**src/hdl/cct_pkg.sv**
```systemverilog
// Package with the shared types and character constants of the CSV cell tokenizer.
package cct_pkg;

    // Characters that the tokenizer reacts to.
    localparam logic [7:0] CH_QUOTE   = 8'h22;
    localparam logic [7:0] CH_COMMA   = 8'h2C;
    localparam logic [7:0] CH_CR      = 8'h0D;
    localparam logic [7:0] CH_LF      = 8'h0A;
    localparam logic [7:0] CH_BSLASH  = 8'h5C;
    localparam logic [7:0] CH_LOWER_N = 8'h6E;

    // Kind of a result beat.
    typedef enum logic [1:0] {
        KIND_BYTE = 2'd0,
        KIND_CELL = 2'd1,
        KIND_ROW  = 2'd2
    } t_kind;

    // One result beat.
    typedef struct packed {
        logic [7:0] out_byte;
        t_kind      kind;
        logic       last;
    } t_result;

endpackage

```
**src/hdl/cct_if.sv**
```systemverilog
// Valid/ready channel interfaces for the input bytes and the result beats.
interface cct_in_if;
    logic       valid;
    logic       ready;
    logic [7:0] data_byte;
    logic       end_of_data;

    modport source (output valid, output data_byte, output end_of_data, input ready);
    modport sink   (input valid, input data_byte, input end_of_data, output ready);
endinterface

interface cct_out_if;
    logic          valid;
    logic          ready;
    logic [7:0]    out_byte;
    cct_pkg::t_kind kind;
    logic          last;

    modport source (output valid, output out_byte, output kind, output last, input ready);
    modport sink   (input valid, input out_byte, input kind, input last, output ready);
endinterface

```
**src/hdl/csv_cell_tokenizer_top.sv**
```systemverilog
// CSV cell tokenizer: splits a byte stream into cell bytes, cell ends and row ends.
//
//   channel | dir | payload                       | accepted when
//   i_in    | in  | data_byte, end_of_data        | valid && ready
//   o_out   | out | out_byte, kind, last          | valid && ready
//
// Every input beat is decoded combinationally; its zero to three results are
// written to a four-entry result queue whose head drives o_out.
// An input beat is taken whenever the queue holds at most one result, so a stalled
// output does not stop the input until two results are waiting.
// A byte that makes one result sustains one beat per cycle while o_out is ready;
// cell and row ends with three results take three beats of the one output port.
// Reset (i_rst_n low, synchronous) empties the queue and clears the tokenizer state.
module csv_cell_tokenizer_top (
    input  logic             i_clk,
    input  logic             i_rst_n,
    cct_in_if.sink           i_in,
    cct_out_if.source        o_out
);

    localparam int unsigned QDepth = 4;

    // Tokenizer state.
    logic       r_in_cell, n_in_cell;
    logic       r_quote, n_quote;
    logic [7:0] r_held_byte, n_held_byte;
    logic       r_held_valid, n_held_valid;
    logic       r_row_open, n_row_open;

    // Result queue.
    cct_pkg::t_result r_q [QDepth];
    cct_pkg::t_result n_q [QDepth];
    logic [2:0]       r_cnt, n_cnt;

    // Results of the current beat.
    cct_pkg::t_result res [3];
    logic [1:0]       res_n;

    logic       in_acc;
    logic       out_acc;
    logic [7:0] b;
    logic       is_brk;
    logic       merge;
    logic       f_append, f_flush, f_cell, f_row, f_reset;
    logic [1:0] base;

    assign in_acc  = i_in.valid && i_in.ready;
    assign out_acc = o_out.valid && o_out.ready;
    assign b       = i_in.data_byte;
    assign is_brk  = (b == cct_pkg::CH_CR) || (b == cct_pkg::CH_LF);
    assign merge   = r_held_valid && (r_held_byte == cct_pkg::CH_BSLASH)
                     && (b == cct_pkg::CH_LOWER_N);

    // Decode the beat into the actions it takes, in the order they apply.
    always_comb begin
        f_append = 1'b0;
        f_flush  = 1'b0;
        f_cell   = 1'b0;
        f_row    = 1'b0;
        f_reset  = 1'b0;
        n_in_cell  = r_in_cell;
        n_quote    = r_quote;
        n_row_open = r_row_open;
        if (i_in.end_of_data) begin
            if (r_in_cell && r_held_valid) begin
                f_flush = 1'b1;
                f_cell  = 1'b1;
                f_row   = 1'b1;
            end else if (r_row_open) begin
                f_row = 1'b1;
            end
            f_reset = 1'b1;
        end else if (!r_in_cell) begin
            if (is_brk) begin
                // Line breaks at the start of a cell are skipped.
            end else if (b == cct_pkg::CH_QUOTE) begin
                n_in_cell = 1'b1;
                n_quote   = 1'b1;
            end else if (b == cct_pkg::CH_COMMA) begin
                f_cell     = 1'b1;
                n_row_open = 1'b1;
            end else begin
                n_in_cell = 1'b1;
                n_quote   = 1'b0;
                f_append  = 1'b1;
            end
        end else begin
            if (b == cct_pkg::CH_QUOTE) begin
                n_quote  = ~r_quote;
                f_append = ~r_quote;
            end else if (b == cct_pkg::CH_COMMA) begin
                if (r_quote) begin
                    f_append = 1'b1;
                end else begin
                    f_flush    = 1'b1;
                    f_cell     = 1'b1;
                    n_in_cell  = 1'b0;
                    n_row_open = 1'b1;
                end
            end else if (is_brk) begin
                f_flush = 1'b1;
                f_cell  = 1'b1;
                f_row   = 1'b1;
                f_reset = 1'b1;
            end else begin
                f_append = 1'b1;
            end
        end
    end

    // Build the result list and the held byte from the decoded actions.
    always_comb begin
        for (int k = 0; k < 3; k++) begin
            res[k] = '{out_byte: 8'h00, kind: cct_pkg::KIND_BYTE, last: 1'b0};
        end
        res_n        = 2'd0;
        n_held_byte  = r_held_byte;
        n_held_valid = r_held_valid;
        if (f_append) begin
            if (merge) begin
                // A backslash followed by 'n' turns into a newline byte.
                n_held_byte = cct_pkg::CH_LF;
            end else begin
                if (r_held_valid) begin
                    res[res_n].out_byte = r_held_byte;
                    res_n = res_n + 2'd1;
                end
                n_held_byte  = b;
                n_held_valid = 1'b1;
            end
        end
        if (f_flush) begin
            if (r_held_valid) begin
                res[res_n].out_byte = r_held_byte;
                res_n = res_n + 2'd1;
            end
            n_held_byte  = 8'h00;
            n_held_valid = 1'b0;
        end
        if (f_cell) begin
            res[res_n].kind = cct_pkg::KIND_CELL;
            res_n = res_n + 2'd1;
        end
        if (f_row) begin
            res[res_n].kind = cct_pkg::KIND_ROW;
            res_n = res_n + 2'd1;
        end
        if (res_n != 2'd0) begin
            res[res_n - 2'd1].last = 1'b1;
        end
    end

    // Next queue contents: pop the head, then append this beat's results.
    always_comb begin
        n_q   = r_q;
        n_cnt = r_cnt;
        if (out_acc) begin
            for (int i = 0; i < QDepth - 1; i++) begin
                n_q[i] = r_q[i + 1];
            end
            n_cnt = r_cnt - 3'd1;
        end
        base = n_cnt[1:0];
        if (in_acc) begin
            for (int j = 0; j < 3; j++) begin
                if (2'(j) < res_n) begin
                    n_q[base + 2'(j)] = res[j];
                end
            end
            n_cnt = n_cnt + {1'b0, res_n};
        end
    end

    // State and queue registers.
    always_ff @(posedge i_clk) begin
        if (!i_rst_n) begin
            r_in_cell    <= 1'b0;
            r_quote      <= 1'b0;
            r_held_byte  <= 8'h00;
            r_held_valid <= 1'b0;
            r_row_open   <= 1'b0;
            r_cnt        <= 3'd0;
        end else begin
            r_cnt <= n_cnt;
            if (in_acc) begin
                if (f_reset) begin
                    r_in_cell    <= 1'b0;
                    r_quote      <= 1'b0;
                    r_held_byte  <= 8'h00;
                    r_held_valid <= 1'b0;
                    r_row_open   <= 1'b0;
                end else begin
                    r_in_cell    <= n_in_cell;
                    r_quote      <= n_quote;
                    r_held_byte  <= n_held_byte;
                    r_held_valid <= n_held_valid;
                    r_row_open   <= n_row_open;
                end
            end
        end
    end

    always_ff @(posedge i_clk) begin
        r_q <= n_q;
    end

    // Channel outputs.
    assign i_in.ready     = (r_cnt <= 3'd1);
    assign o_out.valid    = (r_cnt != 3'd0);
    assign o_out.out_byte = r_q[0].out_byte;
    assign o_out.kind     = r_q[0].kind;
    assign o_out.last     = r_q[0].last;

endmodule

```
**src/flat_wrapper.sv**
```systemverilog
// flat-port wrapper written by rule: the top's interface ports become plain ports
module csv_cell_tokenizer_top_flat 
  (i_clk, i_rst_n, i_in_valid, i_in_data_byte, i_in_end_of_data, i_in_ready, o_out_valid, o_out_out_byte, o_out_kind, o_out_last, o_out_ready);
  cct_in_if i_in_i ();
  cct_out_if o_out_i ();
  input  logic i_clk;
  input  logic i_rst_n;
  input wire logic [$bits(i_in_i.valid)-1:0] i_in_valid;
  input wire logic [$bits(i_in_i.data_byte)-1:0] i_in_data_byte;
  input wire logic [$bits(i_in_i.end_of_data)-1:0] i_in_end_of_data;
  output wire logic [$bits(i_in_i.ready)-1:0] i_in_ready;
  output wire logic [$bits(o_out_i.valid)-1:0] o_out_valid;
  output wire logic [$bits(o_out_i.out_byte)-1:0] o_out_out_byte;
  output wire logic [$bits(o_out_i.kind)-1:0] o_out_kind;
  output wire logic [$bits(o_out_i.last)-1:0] o_out_last;
  input wire logic [$bits(o_out_i.ready)-1:0] o_out_ready;
  assign i_in_i.valid = i_in_valid;
  assign i_in_i.data_byte = i_in_data_byte;
  assign i_in_i.end_of_data = i_in_end_of_data;
  assign i_in_ready = i_in_i.ready;
  assign o_out_valid = o_out_i.valid;
  assign o_out_out_byte = o_out_i.out_byte;
  assign o_out_kind = o_out_i.kind;
  assign o_out_last = o_out_i.last;
  assign o_out_i.ready = o_out_ready;
  csv_cell_tokenizer_top u_core (.i_clk(i_clk), .i_rst_n(i_rst_n), .i_in(i_in_i), .o_out(o_out_i));
endmodule
```
**config.mk**
```make
export PLATFORM = sky130hd
export DESIGN_NAME = csv_cell_tokenizer_top_flat
export DESIGN_NICKNAME = d
export VERILOG_FILES = /design/src/hdl/cct_pkg.sv /design/src/hdl/cct_if.sv /design/src/hdl/csv_cell_tokenizer_top.sv /design/src/flat_wrapper.sv
export SDC_FILE = /design/constraint.sdc
export NUM_CORES = 1
export LEC_CHECK = 0
export BUFFER_PORTS_ARGS = -buffer_cell sky130_fd_sc_hd__buf_2
export CORE_UTILIZATION = 55
export CTS_BUF_LIST = sky130_fd_sc_hd__clkbuf_16
export DETAILED_ROUTE_END_ITERATION = 8
export PLACE_DENSITY = 0.8
export SLEW_MARGIN = 20
export SYNTH_ARGS = -nofsm -noshare
export SYNTH_HDL_FRONTEND = slang
export SYNTH_SLANG_ARGS = --single-unit
```
**constraint.sdc**
```tcl
create_clock -name i_clk -period 5.4 [get_ports i_clk]
set_clock_uncertainty 0.2 [all_clocks]
set_input_delay 1.35 -clock i_clk [delete_from_list [all_inputs] [get_ports i_clk]]
set_output_delay 1.35 -clock i_clk [all_outputs]
set_load 0.005 [all_outputs]
```
# Word-level counts from Yosys, hierarchy flattened
# Index checks and enable logic that the tools add are counted.
# classes
n_addsub	8
order_cmp	18
n_eq_ne	15
mux	104
n_bitwise	8
n_reduce_logical	22
# op_table
cell	count
44-bit two-way mux	6
33-bit two-way mux	6
11-bit demux with 2-bit select	7
33-bit bitwise mux	4
44-bit bitwise mux	3
1-bit two-way mux	57
8-bit two-way mux	7
11-bit two-way mux	4
3-bit >= comparator, second input constant	7
3-bit by 1-bit less-than comparator with 1-bit output, second input constant	7
2-bit NOT with 3-bit output	7
8-bit by 4-bit == test with 1-bit output, second input constant	2
8-bit by 6-bit == test with 1-bit output, second input constant	2
8-bit by 7-bit == test with 1-bit output, second input constant	2
3-bit != test, second input constant	5
1-bit logical AND	12
2-bit two-way mux	6
3-bit two-way mux	4
3-bit nonzero test	3
2-bit by 1-bit adder with 2-bit output, second input constant	4
8-bit AND reduction	1
5-bit AND reduction	1
1-bit by 2-bit less-than comparator with 1-bit output, first input constant	2
4-bit by 1-bit != test with 1-bit output, second input constant	1
other kinds (14)	15
# totals
regBits	59
inputBits	13
out_inout_bits	13
word_cells	193

# Depth between registers and ports, before layout
# Gate-level depths: netlist of run 1.
# depth
ltp_word	32
ltp_mapped	18

# Worst setup path after synthesis of run 1
# Ideal clock, no wire load.
# synth_timing
kind	input port to flip-flop
from	input i_in_data_byte[6]
to	register u_core.r_cnt[2]
setup_ns	0.115
t_arrival_ns	5.228
t_required_ns	5.085
path_slack_ns	-0.144
path_stages	16
path_buffers	1
cell_sequence	nor3_1 -> o221ai_2 -> nand4_2 -> inv_1 -> ha_1 -> nand2_1 -> nand2_1 -> ha_1 -> nand2b_1 -> ha_1 -> o32ai_1 -> clkinv_1 -> buf_2 -> fa_1 -> or3_1 -> and3_1
# synth_via
elab_chain_len	17
# synth_rtl
item	line	rtl
start, declared	flat_wrapper.sv:9	input wire logic [$bits(i_in_i.data_byte)-1:0] i_in_data_byte;
8-bit by 4-bit == test with 1-bit output	csv_cell_tokenizer_top.sv:50	assign is_brk = (b == cct_pkg::CH_CR) || (b == cct_pkg::CH_LF);
1-bit logical OR	csv_cell_tokenizer_top.sv:50	
1-bit two-way mux	csv_cell_tokenizer_top.sv:100	end else if (is_brk) begin
1-bit two-way mux	csv_cell_tokenizer_top.sv:91	end else if (b == cct_pkg::CH_COMMA) begin
1-bit two-way mux	csv_cell_tokenizer_top.sv:88	if (b == cct_pkg::CH_QUOTE) begin
1-bit two-way mux	csv_cell_tokenizer_top.sv:73	end else if (!r_in_cell) begin
1-bit two-way mux	csv_cell_tokenizer_top.sv:64	if (i_in.end_of_data) begin
2-bit two-way mux	csv_cell_tokenizer_top.sv:119	if (f_append) begin
2-bit by 1-bit adder with 2-bit output	csv_cell_tokenizer_top.sv:135	res_n = res_n + 2'd1;
2-bit two-way mux	csv_cell_tokenizer_top.sv:133	if (r_held_valid) begin
2-bit two-way mux	csv_cell_tokenizer_top.sv:132	if (f_flush) begin
2-bit by 1-bit adder with 2-bit output	csv_cell_tokenizer_top.sv:142	res_n = res_n + 2'd1;
2-bit two-way mux	csv_cell_tokenizer_top.sv:140	if (f_cell) begin
2-bit by 1-bit adder with 2-bit output	csv_cell_tokenizer_top.sv:146	res_n = res_n + 2'd1;
2-bit two-way mux (*)	csv_cell_tokenizer_top.sv:144	if (f_row) begin
3-bit by 2-bit adder with 3-bit output (*)	csv_cell_tokenizer_top.sv:170	n_cnt = n_cnt + {1'b0, res_n};
3-bit two-way mux (*)	csv_cell_tokenizer_top.sv:164	if (in_acc) begin
end signal, assigned	csv_cell_tokenizer_top.sv:184	r_cnt <= n_cnt;
end, declared	csv_cell_tokenizer_top.sv:33	logic [2:0] r_cnt, n_cnt;
# Mark *: on every way between the ends. The rest lies on a longest branch, timed or not.
# A chain may end at the register's enable or synchronous reset.

==> results.md, run 1 <==
- Netlist cell types: 80
- # rows: 29
- DR vias/cell: 6.51
- Maximum fanout along the worst path: 10
- Worst skew pair latency: approximately 0.33 ns
- Overall routing resource usage: 28.2%
- Antenna violations before repair: 0
- Synthesized area: between 3000 and 4000 um^2
- Hold Violations, Final: 0
- Final Non-Filler Cells: approximately 540
- Tmin final: ~5 ns
- Routed wl met3: between 500 and 600 um
- IO Count: 26
- Net Sw Power: 0.00104 W
- Residual DRC count: 0
- Hpwl dp: 6730 um
- Combinational power share: around 47%
- Reg2reg setup slack: 1.06 ns
- Placer Congestion: roughly 0.92
- Sink Count: approximately 60
- Met2 routed WL: ~4600 um
- Status: finished, final reports clean
- Clock Path Buffers: 2
- Largest net degree at the start of global routing: 34
- Met1 wire length: between 4000 and 5000 um
- CP Class: primary input to flop
- Actual slew at the worst max-slew pin: 0.764 ns
- Leading cell types in the layout, fill and taps excluded: 48 x nand2_1, 48 x dfxtp_1, 37 x mux2i_1
- Placed insts: ~520
- Internal power: around 0.0014 W
- Ant. Diodes: 0
- Area of the multi-input gates: roughly 2300 um^2
- Global route total overflow: 0
- Setup Slack @ Placement: between 0.007 and 0.008 ns
- CP required: 5.44 ns
- Initial DRC count: roughly 230
- RSZ-0062 raised after global routing: no
- Final period util: 94.1%
- Vias in the first global route: approximately 3,200
- Chip Height: 85.2 um
- Worst Path Arrival: between 5 and 6 ns
- Async S/R FF share, synth: 0%
- CTS tree: yes
- Syn Inst Count: 436
- Die Wd: 85.2 um
- Core area: between 6000 and 7000 um^2
- Syn Area/Cell: around 9 um^2
- Sequential cell area fraction in the yosys report: 33.9%
- H-tree depth: 3
- DR WL/cell: ~18 um
- Reg power frac: roughly 30%
- Setup TNS: 0 ns
- Slew HR: roughly 50%
- Fraction of power spent switching nets: 41.8%
- Root buffer cell: clkbuf_16
- First-pass DRT Iterations: 5
- NumNets Final: ~480
- IO Port Bufs: 25
- Max Cap Viol: 0
- Max Fclk: ~200 MHz
- Area growth from synthesis to layout: 12.5%
- Mapped Nets: 461
- Vias: between 3,000 and 4,000
- Synth warn: 0
- Max-slew violation count: 0
- Top Metal Used: met4
- Worst Setup End Kind: flop
- Post-synth EDFFs: 11
- Share of cells above drive strength 1: between 10% and 20%
- Final ANT Viol Nets: 0
- PD cells: roughly 580 nW/um^2
- FF+latch area: around 1300 um^2
- Clk network pwr share: a little under a quarter
- Endpoints failing setup: 0
- Leakage: about 1.8 nW
- Final wirelength: 9760 um
- Num CTS Buffers: 9
- Total Die Area: approximately 7300 um^2
- CP Launch Type: primary input
- Worst Slack Setup Final: between 0.3 and 0.4 ns
- Wire length of the first global-routing pass: about 16,000 um
- Number of fill cells: between 500 and 600
- Min-Delay Path Class: flop to flop
- #FFs+latches synth: 59
- Clk slew on worst S/H paths: about 0.06 ns
- Top FF cell, synth: dfxtp_1
- Peak VDD IR: 0.301 mV
- Initial Util: between 50 and 60%
## cell usage after synthesis, types with 11 or more instances
cell / n / share of area (%)
mux2i_1: 37 / 9.7
o22ai_1: 22 / 3.6
a21oi_1: 20 / 2.6
o21ai_0: 25 / 3.3
dfxtp_1: 48 / 25
edfxtp_1: 11 / 8.7
buf_4: 11 / 2.2
ha_1: 11 / 3.6
clkbuf_1: 12 / 1.2
inv_1: 11 / 1.1
nand2_1: 48 / 4.7
nor2_1: 31 / 3.1
nand3_1: 12 / 1.6
## kinds of logic after synthesis
kind of cell    count (synthesis)  synth area share (%)
simple gates                  143                  18.4
compound gates                137                  26.8
flops                          59                  33.9
buf+inv                        44                  5.97
mux                            39                  10.3
fa+ha+maj                      13                  4.40
xor+xnor                        1                 0.230
## final timing paths
path	from	to	depth (start not counted)
min reg2reg	u_core.r_row_open$_SDFFE_PN0P_	u_core.r_row_open$_SDFFE_PN0P_	2
max reg2reg	u_core.r_quote$_SDFFE_PN0P_	u_core.r_q[13]$_DFF_P_	18
max	i_in_data_byte[2]	u_core.r_q[13]$_DFF_P_	19
min	u_core.r_row_open$_SDFFE_PN0P_	u_core.r_row_open$_SDFFE_PN0P_	2
## state kept, by name, indices dropped and copies added, names as in the netlist, 2 cells and up
register,count
u_core.r_q,33
u_core.o_out.out_byte,8
u_core.r_held_byte,8
u_core.r_cnt,3
u_core.o_out.kind,2
## stage by stage
| stage | utilization (%) | hold slack (ns) | cell area (um^2) | power (W) |
|---|---|---|---|---|
| final | 65.7 | 0.324 | 4290 | 0.00247 |
| after global routing | 65.7 | 0.334 | 4290 | 0.00263 |
| after CTS | 65.6 | 0.305 | 4280 | 0.00246 |
| after detailed placement | 61.0 | 0.293 | 3990 | 0.00188 |
| after global placement | 61.0 | 0.270 | 3990 | 0.00184 |
| after floorplan | - | 0.242 | 3820 | 0.00164 |
## layer usage
| metal | global-route usage (%) | vias to the layer above |
|---|---|---|
| met1 | 38.1 | 1674 |
| met4 | 9.24 | 0 |
| met5 | 0 | - |
| met3 | 5.45 | 16 |
| met2 | 45.5 | 156 |
| li1 | - | 1662 |
## power groups by stage
| stage | logic (W) | registers, W | clock network [W] |
|---|---|---|---|
| global placement | 0.00109 | 0.000752 | 0 |
| detailed placement | 0.00112 | 0.000762 | 0 |
| global route | 0.00126 | 0.000779 | 0.000587 |
| floorplan | 0.000927 | 0.000717 | 0 |
| CTS | 0.00114 | 0.000757 | 0.000565 |
| finish | 0.00115 | 0.000759 | 0.000560 |
## layout make-up
| cell class | count | area share, % |
|---|---|---|
| Clock buffer | 10 | 5.84 |
| Sequential cell | 59 | 30.1 |
| Multi-Input combinational cell | 333 | 53.9 |
| Timing Repair Buffer | 40 | 5.54 |
| Tap cell | 77 | 2.25 |
| Clock inverter | 6 | 1.08 |
| Inverter | 14 | 1.31 |
## worst max-delay path, stage by stage
cell,delay [ns]
buf_2,0.13
or3b_1,0.37
o21ai_0,0.22
o221ai_2,0.16
nand4_2,0.10
inv_1,0.07
ha_1,0.31
nand2_1,0.15
nand2_1,0.11
ha_1,0.30
nand2b_1,0.19
ha_1,0.33
o32ai_2,0.15
buf_4,0.26
nand2_1,0.13
buf_4,0.21
o31ai_1,0.23
a21oi_1,0.07
a221oi_1,0.27
## timing repair
item | 4_1_cts | 5_1_grt
setup buffers | 0 | 0
endpoints found under the setup margin | 0 | 4
resized for setup | 0 | 1
hold buffers | 0 | 0
endpoints found under the hold margin | 0 | 0
(Power assumes the default switching activity.)
==> inputs of run 2 (changes only) <==
- CORE_MARGIN: default -> 5
- CORE_UTILIZATION: 55 -> 50
- PLACE_DENSITY: 0.8 -> 0.75
==> run 2 against run 1 <==
Sequential cell count is the same. Cell count is 3.9% higher. Setup slack improved by 0.011 ns. First-iteration DRC count increased by 55%. Clock-buffer cell count stayed put. Utilization decreased by 6.9 points. Total power is 0.80% lower. Fmax grew 0.21%.
==> results.md, run 2 (synthesis gave the netlist of run 1 again) <==
- Tmin final: 5.07 ns (-0.0109 ns)
- Status: finished, final reports clean
- Leakage: 1.76 nW (-0.53%)
- Slew HR: 51.8% (+3.1 points)
- CP Class: primary input to flop
- Hold Violations, Final: 0 (unchanged)
- Actual slew at the worst max-slew pin: 0.719 ns (-0.0444 ns)
- IO Count: 26 (unchanged)
- IO Port Bufs: 25 (unchanged)
- Leading cell types in the layout, fill and taps excluded: 48 x nand2_1, 48 x dfxtp_1, 37 x mux2i_1
- Crit path buffers/inverters: 4 (unchanged)
- Chip Height: 97.3 um (+14%)
- Final ANT Viol Nets: 0 (unchanged)
- Sink Count: 59 (unchanged)
- Critical-path cell list: buf_2 -> or3b_1 -> o21ai_0 -> o221ai_2 -> nand4_2 -> inv_1 -> ha_1 -> nand2_1 -> nand2_1 -> ha_1 -> nand2b_1 -> ha_1 -> o32ai_2 -> clkinv_2 -> buf_4 -> or4_1 -> o311ai_1
- Total Die Area: 9470 um^2 (+30%)
- Final Non-Filler Cells: 560 (+3.9%)
- Overall routing resource usage: 20.4% (-7.9 points)
- Setup TNS: 0 ns (unchanged)
- Combinational power share: 46.8% (about the same)
- Top reg by flops: u_core.r_q
- Max Fclk: 197 MHz (+0.21%)
- Clk slew on worst S/H paths: 0.05 ns (about the same)
- Final period util: 93.9% (-0.20 points)
- Fin util: 58.7% (-6.9 points)
- DR vias/cell: 6.24 (-4.1%)
- Fraction of power spent switching nets: 41.4% (-0.41 points)
- DR WL/cell: 16.8 um (-7.1%)
- Max Cap Viol: 0 (unchanged)
- Largest stage delay, worst path: 0.58 ns (+0.21 ns)
- Worst skew pair latency: 0.33 ns (about the same)
- CP required: 5.34 ns (-0.10 ns)
- Max-slew violation count: 0 (unchanged)
- CTS tree: yes
- Min-Delay Path Class: flop to flop
- Vias in the first global route: 3,298 (+1.8%)
- Placer Congestion: 0.899 (-1.9%)
- Net Sw Power: 0.00102 W (-1.8%)
- Setup Slack @ Placement: -0.0581 ns (-0.0658 ns)
- PD cells: 570 nW/um^2 (-1.2%)
- Area growth from synthesis to layout: 13.0%
- Worst Setup End Kind: flop
- Worst Slack Setup Final: 0.327 ns (+0.0109 ns)
- # rows: 31 (+6.9%)
- NumNets Final: 481 (-0.21%)
- Global route total overflow: 0 (unchanged)
- Clk network pwr share: 22.7% (about the same)
- Critical-path top delay cell: or4_1
- H-tree depth: 3 (unchanged)
- Root buffer cell: clkbuf_16
- Max reg flops: 33 (unchanged)
- Peak VDD IR: 0.238 mV (-21%)
- Cell family with most CP delay: simple AND/OR/NAND/NOR gates
- Endpoints failing setup: 0 (unchanged)
- Worst Path Arrival: 5.01 ns (-0.11 ns)
- Share of cells above drive strength 1: 19.3% (-0.17 points)
- Hold-fix buffers, CTS: 0 (unchanged)
- Internal power: 0.00144 W (-0.11%)
- Num CTS Buffers: 9 (unchanged)
- Residual DRC count: 0 (unchanged)
- Die Wd: 97.3 um (+14%)
- Placed insts: 544 (+4.0%)
- CP Launch Type: primary input
- CP dominant cell by count: ha_1
- Initial DRC count: 351 (+55%)
- Wire length of the first global-routing pass: 16,300 um (+0.34%)
- Ant. Diodes: 0 (unchanged)
- Reg2reg setup slack: 1.09 ns (+0.03 ns)
- Clock Path Buffers: 2 (unchanged)
- Vias: 3,497 (-0.31%)
- Core area: 7330 um^2 (+12%)
- Antenna violations before repair: 0 (unchanged)
- Initial Util: 52.0% (-6.4 points)
- Maximum fanout along the worst path: 17 (+7)
- First-pass DRT Iterations: 5 (unchanged)
- Final wirelength: 9420 um (-3.5%)
- Hpwl dp: 6690 um (-0.47%)
- Largest net degree at the start of global routing: 33 (-2.9%)
- Reg power frac: 30.6% (about the same)
- RSZ-0062 raised after global routing: no
## run 2: changes by cell type in the layout (fill, tap and decap cells not counted)
cell / delta
buf_4: -1
clkinv_4: -1
clkinvlp_4: +1
## run 2: worst min-delay path, delay by kind of cell, from the launching register on
| family | cells | cell delay [ns] |
|---|---|---|
| flip-flops | 1 | 0.32 |
| AO/OA/AOI/OAI | 1 | 0.11 |
| multiplexers | 1 | 0.07 |
## run 2: cell type report
class,instances,area (um^2)
sequential,59,1290
clock inverter,6,45.0
tap,99,124
timing repair buffer,39,230
multi-input combinational,333,2310
clock buffer,10,250
inverter,14,56.3
fill,636,3020
## run 2: per-stage QoR
stage	power, W	instance area (um^2)	hold slack [ns]
after floorplan	0.00164	3820	0.242
after global placement	0.00184	4010	0.276
after detailed placement	0.00188	4010	0.318
after CTS	0.00244	4300	0.333
after global routing	0.00263	4310	0.360
final	0.00245	4310	0.336
## run 2: repair_timing
| action | CTS | global route |
|---|---|---|
| buffers inserted | 0 | 0 |
| endpoints found under the setup margin | 0 | 1 |
| resized for setup | 0 | 1 |
## run 2: layer usage
layer  part of all wire (%)  vias up  GRT usage (%)
met4                    1.5        0           5.64
met5                      0        -              0
met2                     46      143           31.6
met1                     45     1673           28.3
li1                       -     1664              -
met3                    7.0       17           4.88
## run 2: worst paths after layout
check,startpoint,to,cells after the start
worst max-delay path,i_in_data_byte[2],u_core.r_q[2]$_DFFE_PP_,17
worst min-delay path,u_core.o_out.out_byte[6]$_DFF_P_,u_core.o_out.out_byte[6]$_DFF_P_,2
worst max register to register,u_core.r_quote$_SDFFE_PN0P_,u_core.r_q[2]$_DFFE_PP_,16
worst min register to register,u_core.o_out.out_byte[6]$_DFF_P_,u_core.o_out.out_byte[6]$_DFF_P_,2
## run 2: power by group through the flow
stage	Combinational [W]	Sequential, W	Clock, W
final	0.00115	0.000751	0.000556
after global routing	0.00127	0.000772	0.000584
after CTS	0.00113	0.000749	0.000562
after detailed placement	0.00112	0.000758	0
after global placement	0.00109	0.000750	0
after floorplan	0.000927	0.000717	0
==> inputs of run 3 (changes only) <==
- BUFFER_PORTS_ARGS: -buffer_cell sky130_fd_sc_hd__buf_2 -> -buffer_cell sky130_fd_sc_hd__clkbuf_2
==> run 3 against run 2 <==
First-iteration DRC count fell by 18%. Non-clock buffer count is the same. Hold slack got worse by 0.032 ns. Cell area decreased by 0.44%. Die area is the same. Wire length is 1.3% lower.
==> results.md, run 3 (synthesis gave the netlist of run 1 again) <==
- Top reg by flops: u_core.r_q
- Slew HR: 50.2% (-1.7 points)
- Tmin final: 5.08 ns (+0.00441 ns)
- CP Launch Type: primary input
- RSZ-0062 raised after global routing: no
- Largest stage delay, worst path: 0.37 ns (-0.21 ns)
- Fin util: 58.5% (-0.26 points)
- Largest net degree at the start of global routing: 33 (unchanged)
- Leakage: 1.75 nW (-0.50%)
- Die Wd: 97.3 um (unchanged)
- Final wirelength: 9300 um (-1.3%)
- PD cells: 565 nW/um^2 (-0.92%)
- Post-CTS Setup Inserts: 0 (unchanged)
- Placed insts: 544 (unchanged)
- Clk slew on worst S/H paths: 0.06 ns (about the same)
- Num CTS Buffers: 9 (unchanged)
- # rows: 31 (unchanged)
- Actual slew at the worst max-slew pin: 0.743 ns (+0.0237 ns)
- Max Cap Viol: 0 (unchanged)
- Final Non-Filler Cells: 560 (unchanged)
- Final ANT Viol Nets: 0 (unchanged)
- Ant. Diodes: 0 (unchanged)
- Sink Count: 59 (unchanged)
- IO Port Bufs: 25 (unchanged)
- Global route total overflow: 0 (unchanged)
- Peak VDD IR: 0.265 mV (+11%)
- IO Count: 26 (unchanged)
- Cell family with most CP delay: compound AO/OA/AOI/OAI gates
- Status: finished, final reports clean
- FF+latch area: 1290 um^2 (unchanged)
- Number of fill cells: 646 (+1.6%)
- Worst Slack Setup Final: 0.323 ns (-0.00441 ns)
- Final period util: 94.0% (about the same)
- Endpoints failing setup: 0 (unchanged)
- Clock Path Buffers: 2 (unchanged)
- Crit path buffers/inverters: 4 (unchanged)
- DR vias/cell: 6.10 (-2.3%)
- Worst skew pair latency: 0.33 ns (about the same)
- Critical-path top delay cell: or3b_1
- Setup Slack @ Placement: -0.0343 ns (+0.0238 ns)
- Max-slew violation count: 0 (unchanged)
- Critical-path cell list: clkbuf_2 -> or3b_1 -> o21ai_0 -> o221ai_2 -> nand4_2 -> inv_1 -> ha_1 -> nand2_1 -> nand2_1 -> ha_1 -> nand2b_1 -> ha_1 -> o32ai_2 -> buf_4 -> nand2_1 -> buf_4 -> o31ai_1 -> a21oi_1 -> a221oi_1
- Area growth from synthesis to layout: 12.5%
- Hpwl dp: 6650 um (-0.62%)
- Total Die Area: 9470 um^2 (unchanged)
- Share of cells above drive strength 1: 19.3% (unchanged)
- Hold Violations, Final: 0 (unchanged)
- Hold-fix buffers, CTS: 0 (unchanged)
- CP required: 5.43 ns (+0.09 ns)
- Setup TNS: 0 ns (unchanged)
- Root buffer cell: clkbuf_16
- CP Class: primary input to flop
- Maximum fanout along the worst path: 10 (-7)
- Initial Util: 52.0% (unchanged)
- DR WL/cell: 16.6 um (-1.3%)
- Wire length of the first global-routing pass: 15,900 um (-2.1%)
- Overall routing resource usage: 20.1% (-0.29 points)
- Worst Path Arrival: 5.11 ns (+0.10 ns)
- Residual DRC count: 0 (unchanged)
- Max reg flops: 33 (unchanged)
- Hold Slack: 0.304 ns (-0.0320 ns)
- Chip Height: 97.3 um (unchanged)
- Leading cell types in the layout, fill and taps excluded: 48 x nand2_1, 48 x dfxtp_1, 37 x mux2i_1
- NumNets Final: 481 (unchanged)
- Max Fclk: 197 MHz (about the same)
- Area of the multi-input gates: 2310 um^2 (unchanged)
- Initial DRC count: 289 (-18%)
- Core area: 7330 um^2 (unchanged)
- Vias in the first global route: 3,262 (-1.1%)
- Antenna violations before repair: 0 (unchanged)
- Vias: 3,417 (-2.3%)
- First-pass DRT Iterations: 5 (unchanged)
- CTS tree: yes
- Worst Setup End Kind: flop
- Placer Congestion: 0.904 (+0.53%)
- H-tree depth: 3 (unchanged)
- Min-Delay Path Class: flop to flop
## run 3: worst paths after layout
kind                                        from                             end  slack [ns]  cells after the start
setup reg to reg     u_core.r_quote$_SDFFE_PN0P_          u_core.r_q[13]$_DFF_P_        1.10                     18
hold reg to reg   u_core.r_row_open$_SDFFE_PN0P_  u_core.r_row_open$_SDFFE_PN0P_        0.30                      2
hold / removal    u_core.r_row_open$_SDFFE_PN0P_  u_core.r_row_open$_SDFFE_PN0P_        0.30                      2
setup / recovery               i_in_data_byte[2]          u_core.r_q[13]$_DFF_P_        0.32                     19
## run 3: what timing repair did
item / in CTS / in global routing
endpoints found under the hold margin: 0 / 0
resized for setup: 0 / 1
setup endpoints to repair: 0 / 6
## run 3: layout make-up
cell class / count / share of cell area, %
clock buffers: 9 / 5.25
well taps: 99 / 2.89
clock inverters: 7 / 1.20
repair buffers: 39 / 5.37
multi-input cells: 333 / 53.9
inverters: 14 / 1.31
flip-flops and latches: 59 / 30.1
## run 3: worst reg2reg max path, stage by stage, from the launching register on
cell      delay (ns)
dfxtp_1         0.36
or3b_1          0.40
o21ai_0         0.20
o221ai_2        0.17
nand4_2         0.11
inv_1           0.07
ha_1            0.30
nand2_1         0.16
nand2_1         0.10
ha_1            0.30
nand2b_1        0.19
ha_1            0.33
o32ai_2         0.16
buf_4           0.25
nand2_1         0.13
buf_4           0.20
o31ai_1         0.25
a21oi_1         0.07
a221oi_1        0.26
## run 3: metal layers
layer	vias up	global-route usage [%]	wire length, um
met3	18	3.73	560
met5	-	0	0
met2	128	31.4	4280
li1	1666	-	-
met1	1605	27.0	4300
met4	0	8.84	158
## run 3: report_power, final
| part | total [W] | switching [W] | internal [W] | leakage [nW] |
|---|---|---|---|---|
| Sequential | 0.000750 | 0.000107 | 0.000644 | 0.502 |
| Clock | 0.000530 | 0.000218 | 0.000313 | 0.137 |
| Combinational | 0.00114 | 0.000687 | 0.000453 | 1.11 |
## run 3: per-stage QoR
stage / power (W) / instance area (um^2)
floorplan: 0.00164 / 3820
global placement: 0.00184 / 4010
detailed placement: 0.00188 / 4010
CTS: 0.00242 / 4280
global route: 0.00259 / 4290
finish: 0.00242 / 4290
